$ cat src/design/bpa_ram.sv
// Generic simple dual-port RAM with one write port and a registered read port.
// No dependencies; holds the link table of the buddy page allocator.
`default_nettype none
module bpa_ram #(
	parameter int WIDTH = 8,
	parameter int DEPTH = 16
) (
	input  wire logic                     clk,
	input  wire logic                     we,
	input  wire logic [$clog2(DEPTH)-1:0] waddr,
	input  wire logic [WIDTH-1:0]         wdata,
	input  wire logic                     re,
	input  wire logic [$clog2(DEPTH)-1:0] raddr,
	output logic      [WIDTH-1:0]         rdata
);

	logic [WIDTH-1:0] mem [DEPTH];

	always_ff @(posedge clk) begin
		if (we) begin
			mem[waddr] <= wdata;
		end
		if (re) begin
			rdata <= mem[raddr];
		end
	end

endmodule
`default_nettype wire

$ cat config.mk
export PLATFORM = sky130hd
export DESIGN_NAME = bpa_ram
export DESIGN_NICKNAME = d
export VERILOG_FILES = /design/src/design/bpa_ram.sv
export SDC_FILE = /design/constraint.sdc
export NUM_CORES = 1
export LEC_CHECK = 0
export ABC_AREA = 1
export BUFFER_PORTS_ARGS = -buffer_cell sky130_fd_sc_hd__buf_4
export CORE_UTILIZATION = 55
export DETAILED_ROUTE_END_ITERATION = 12
export GPL_ROUTABILITY_DRIVEN = 0
export MAX_ROUTING_LAYER = met4
export PLACE_DENSITY = 0.72
export SETUP_SLACK_MARGIN = 0.05
export SLEW_MARGIN = 20
export SYNTH_ARGS = -nofsm -noshare
export SYNTH_HDL_FRONTEND = slang
export SYNTH_SLANG_ARGS = --single-unit
$ cat constraint.sdc
create_clock -name clk -period 0.96 [get_ports clk]
set_input_delay 0.048 -clock clk [delete_from_list [all_inputs] [get_ports clk]]
set_output_delay 0.048 -clock clk [all_outputs]
set_load 0.02 [all_outputs]
==> results of run 1 <==
[cell type report]
class                           count  area, um^2
Tap cell                          136         170
Sequential cell                   136        4080
Inverter                          102         383
Fill cell                         690        2890
Multi-Input combinational cell    289        1540
Timing Repair Buffer               64         698
Clock inverter                     11         130
Clock buffer                       21         429
[flip-flops by register name, summed over array words and instances, names as in the netlist]
register / cells
rdata: 8
mem: 128
[power breakdown]
part / internal, W / total (W) / switching (W) / leakage [nW]
Combinational: 0.000423 / 0.00113 / 0.000710 / 1.68
Clock: 0.00391 / 0.00621 / 0.00230 / 0.274
Sequential: 0.00669 / 0.00674 / 0.0000454 / 1.24
[kinds of logic after synthesis]
logic type	share of synthesized area (%)
flops	69.8
simple gates	20.8
buf+inv	9.39
[layer usage]
layer  vias to the layer above  global-route usage [%]  wire (um)
met5                         -                       -          0
met4                         0                    14.7        426
met3                        34                    6.36        857
met2                       184                    44.2       7160
met1                      1972                    32.8       5520
li1                       1897                       -          -
[placed cells by master, fill, tap and decap left out]
cell type      count
buf_12            13
buf_4             33
buf_6              8
bufinv_16          3
clkbuf_1           4
clkbuf_16         16
clkbuf_8           1
clkinv_1           2
clkinv_2           5
clkinvlp_4         1
dlygate4sd3_1     10
edfxtp_1         136
inv_1             94
inv_2              8
nand2_1          162
nand2_2           11
nand3_1           41
nand3_2           56
nand3b_1           2
nor2_1            11
nor2_2             6
[worst paths after layout]
kind                             start                  to  slack [ns]
setup / recovery    rdata[6]$_DFFE_PP_            rdata[6]       -0.20
hold / removal                raddr[3]  rdata[6]$_DFFE_PP_        0.14
setup reg to reg   mem[0][2]$_DFFE_PP_  rdata[2]$_DFFE_PP_       -0.17
hold reg to reg   mem[15][7]$_DFFE_PP_  rdata[7]$_DFFE_PP_        0.77
[per-stage QoR]
| stage | utilization (%) | hold slack [ns] | instances |
|---|---|---|---|
| finish | 72.0 | 0.143 | 759 |
| floorplan | - | 0.147 | 551 |
| CTS | 70.7 | 0.121 | 759 |
| global placement | 62.3 | 0.347 | 717 |
| global route | 72.0 | 0.152 | 759 |
| detailed placement | 62.3 | 0.357 | 717 |
[repair_timing]
action | in CTS | in global routing
endpoints found under the setup margin | 16 | 16
endpoints found under the hold margin | 144 | 0
resized for setup | 44 | 36
hold buffers | 10 | 0
pin swaps | 32 | 28
==> impl_metrics.csv, run 1 <==
group,metric,value,unit
worst_setup_path,path_cells,"buf_6",
sta,finalHoldViolCount,0,
sta,fmax,865,MHz
synth,ys_seq_area_share,69.8,%
drt,firstDrtPassIters,5,
synth,syn_avg_cell_area,10.6,um^2
clock_network,clock-sinks,136,
placement,placed_cell_area,6430,um^2
drt,wl,14.0,mm
sta,rsz0062_at_grt,"true",
synth,synth_cell_types,11,
sta,slew_viol_final,0,
synth,synth_async_sr_flop_share,0,%
placement,dp_hpwl,8.25,mm
clock_network,post_cts_buffers,0,
synth,ys_seq_elements,136,
drt,drcViolationCount,0,
placement,place_worst_setup_slack,-0.293,ns
clock_network,clk_pin_slew,0.06,ns
synth,synth_top_cell_by_area,"edfxtp_1",
die,fp.dieArea,11000,um^2
die,initial_utilization,56.6,%
synth,synth.top_cells.by_area,"edfxtp_1, nand2_1, nand3_1",
global_route,grt-ovfl-total,0,
worst_setup_path,ff2ff_path_depth,6,
worst_setup_path,cp.required,0.91,ns
worst_setup_path,crit_path_end_kind,"output pin",
sta,final.period_utilization,120,%
worst_setup_path,path_max_fanout,1,
worst_setup_path,crit_slowest_cell,"edfxtp_1",
die,die_h,105,um
worst_setup_path,slowest_delay,0.43,ns
worst_setup_path,cp.arrival,1.11,ns
worst_setup_path,cp-start-kind,"register",
power_and_ir_drop,power.leakage,3.19,nW
drt,viasPerCell,5.38,
global_route,antenna_found_initial,0,
sta,tns,-2.26,ns
layout,drive_gt1_share,25.8,%
sta,finClkSkew,0.00572,ns
synth,synth-main-ff-cell,"edfxtp_1",
sta,worst_slack,-0.196,ns
layout,diodes,0,
sta,layout_min_cycle_time,1.16,ns
global_route,track_usage,27.7,%
sta,setup_viol,16,
power_and_ir_drop,total_power,0.0141,W
worst_setup_path,cp_num_buf_inv,1,
outcome,status,"complete, but fails checks",
global_route,grt_pass1_wl,21.4,mm
synth,syn_area,5850,um^2
power_and_ir_drop,power_density,1900,nW/um^2
clock_network,clk_latency,0.53,ns
clock_network,cts_tree,"done",
layout,design_area,7430,um^2
synth,syn-instance-count,551,
synth,synth_top_cell_area_share,69.8,%
drt,drt-wirelength-per-cell,18.4,um
global_route,grt_max_degree,33,
power_and_ir_drop,vdd.ir_drop.worst,0.000959,V
synth,yosys_warnings,0,
run,drv_cap,0,
worst_setup_path,cp_num_cells,1,
sta,worst_pin_slew,0.468,ns
min_path,hold_path_class,"primary input to register",
drt,drtIter0Drc,304,
synth,syn-num-nets,570,
synth,synth-edff-count,136,
die,fp-row-count,37,
drt,ant_nets,0,
worst_setup_path,crit_type,"register to output pin",
die,die_w,105,um
drt,via_count,4087,
synth,synthMostInstantiatedCell,"nand2_1",
die,core_area,10300,um^2
layout,nets,629,
global_route,first_global_vias,4116,
clock_network,cts_buffers,17,
min_path,min_path_cells,4,
outcome,violations,"setup timing",
clock_network,clk_path_buf_depth,2,
layout,syn_to_final_growth,27.1,%
synth,yosys-top-cells-count,"nand2_1, edfxtp_1, inv_1",
placement,port_buffers,26,
clock_network,cts_root_buf,"clkbuf_8",
die,io_pins,27,
worst_setup_path,cp_top_family,"flip-flops",
clock_network,htreeDepth,4,
sta,max-slew-margin-rel,68.8,%
Note: power is estimated with default switching activity, not from simulation.
==> run 2: changes to the inputs <==
==> constraint.sdc (replaced) <==
create_clock -name clk -period 1.03 [get_ports clk]
set_input_delay 0.0515 -clock clk [delete_from_list [all_inputs] [get_ports clk]]
set_output_delay 0.0515 -clock clk [all_outputs]
set_load 0.02 [all_outputs]
==> run 2 against run 1 <==
The run still ends with setup timing left. Die area stayed put. Critical path depth unchanged. First-iteration DRC count increased by 15%. Sequential cell count stayed put. Critical endpoint is now rdata[3]. Largest cell class unchanged. Utilization is 0.68 points lower. Combinational power decreased by 8%. Final cell count rose by 1.2%. Hold slack worse by 0.019 ns. Power down 7.1%. Clock power is 7.1% lower. Wire length up 1.7%.
==> impl_metrics.csv, run 2 (same netlist as run 1, synthesis figures left out) <==
group,metric,value,unit
sta,layout_min_cycle_time,1.19,ns
die,initial_utilization,56.6,%
clock_network,cts_buffers,17,
global_route,grt_busiest_layer,"met2",
global_route,track_usage,28.4,%
clock_network,cts_root_buf,"clkbuf_8",
min_path,hold_path_class,"primary input to register",
drt,drt-wirelength-per-cell,18.5,um
clock_network,clk_path_buf_depth,2,
global_route,grt-ovfl-total,0,
worst_setup_path,path_cells,"buf_6",
drt,firstDrtPassIters,5,
power_and_ir_drop,power.leakage,3.19,nW
clock_network,clock-sinks,136,
die,core_area,10300,um^2
die,die_h,105,um
global_route,grt_max_degree,33,
drt,drtIter0Drc,350,
layout,top_regs,"mem x128, rdata x8",
outcome,violations,"setup timing",
global_route,grtUsageMet1,37.1,%
run,drv_cap,0,
placement,port_buffers,26,
worst_setup_path,cp.arrival,1.13,ns
sta,worst_pin_slew,0.408,ns
sta,slew_viol_final,0,
sta,rsz0062_at_grt,"true",
sta,worst_slack,-0.155,ns
global_route,grt_pass1_wl,21.9,mm
sta,finClkSkew,0.00734,ns
sta,fmax,844,MHz
drt,ant_nets,0,
sta,max-slew-margin-rel,72.8,%
placement,place_worst_setup_slack,-0.180,ns
global_route,first_global_vias,4065,
drt,viasPerCell,5.37,
global_route,met3_usage,6.43,%
worst_setup_path,cp_num_buf_inv,1,
worst_setup_path,cp-start-kind,"register",
die,fp.dieArea,11000,um^2
clock_network,htreeDepth,4,
layout,drive_gt1_share,24.4,%
clock_network,cts_tree,"done",
power_and_ir_drop,vdd.ir_drop.worst,0.00124,V
power_and_ir_drop,power_density,1780,nW/um^2
layout,top_register,"mem",
clock_network,clk_pin_slew,0.06,ns
layout,layout_commonest_cell,"nand2_1",
layout,diodes,0,
drt,drcViolationCount,0,
worst_setup_path,reg2reg_slack,-0.08,ns
sta,final.period_utilization,115,%
worst_setup_path,slowest_delay,0.44,ns
global_route,antenna_found_initial,0,
sta,setup_viol,15,
layout,nets,638,
drt,wl,14.2,mm
worst_setup_path,cp_top_family,"flip-flops",
sta,finalHoldViolCount,0,
drt,via_count,4126,
worst_setup_path,path_max_fanout,1,
layout,syn_to_final_growth,25.9,%
worst_setup_path,cp.required,0.98,ns
clock_network,post_cts_buffers,0,
clock_network,clk_latency,0.54,ns
die,die_w,105,um
global_route,use_met2,43.0,%
layout,fill_cells,680,
worst_setup_path,crit_path_end_kind,"output pin",
placement,dp_hpwl,8.49,mm
worst_setup_path,crit_slowest_cell,"edfxtp_1",
layout,largest_reg_flops,128,
die,io_pins,27,
worst_setup_path,crit_type,"register to output pin",
power_and_ir_drop,total_power,0.0131,W
layout,final_cell_mix,"nand2_1, edfxtp_1, inv_1, nand3_1, buf_4",
die,fp-row-count,37,
outcome,status,"complete, but fails checks",
run 2: cell type report:
cell class	count	area (um^2)	area share (%)
sequential	136	4080	55.5
inverter	102	383	5.20
timing repair buffer	73	691	9.38
clock buffer	21	429	5.83
multi-input combinational	289	1470	20.0
clock inverter	11	130	1.77
tap	136	170	2.31
run 2: final timing paths:
check | startpoint | to | cells past startpoint
worst max-delay path | rdata[3]$_DFFE_PP_ | rdata[3] | 1
worst min-delay path | we | mem[1][0]$_DFFE_PP_ | 4
worst max register to register | mem[3][6]$_DFFE_PP_ | rdata[6]$_DFFE_PP_ | 6
worst min register to register | mem[6][2]$_DFFE_PP_ | rdata[2]$_DFFE_PP_ | 6
run 2: metal layers:
| layer | wire [um] | part of all wire (%) |
|---|---|---|
| met2 | 6910 | 49 |
| met5 | 0 | 0 |
| met4 | 370 | 2.6 |
| met1 | 5640 | 40 |
| met3 | 1280 | 9.0 |
run 2: stage by stage:
stage          std cells  hold slack [ns]  cell area [um^2]  setup TNS [ns]  util (%)
2_1_floorplan        551            0.150              5850               0         -
3_3_place_gp         726            0.378              6410           -1.76      62.1
3_5_place_dp         726            0.380              6410           -2.62      62.1
4_1_cts              768            0.114              7250           -1.11      70.2
5_1_grt              768            0.146              7360           -1.72      71.3
6_report             768            0.124              7360           -1.20      71.3
run 2: what timing repair did:
item / 4_1_cts / 5_1_grt
gates resized for setup: 39 / 32
setup endpoints to repair: 16 / 16
hold buffers: 10 / 0
pin swaps: 29 / 22
hold endpoints to repair: 144 / 0
run 2: where the power goes:
group | internal (W) | switching [W] | total (W)
Clock | 0.00364 | 0.00213 | 0.00577
Combinational | 0.000392 | 0.000647 | 0.00104
Sequential | 0.00624 | 0.0000427 | 0.00628
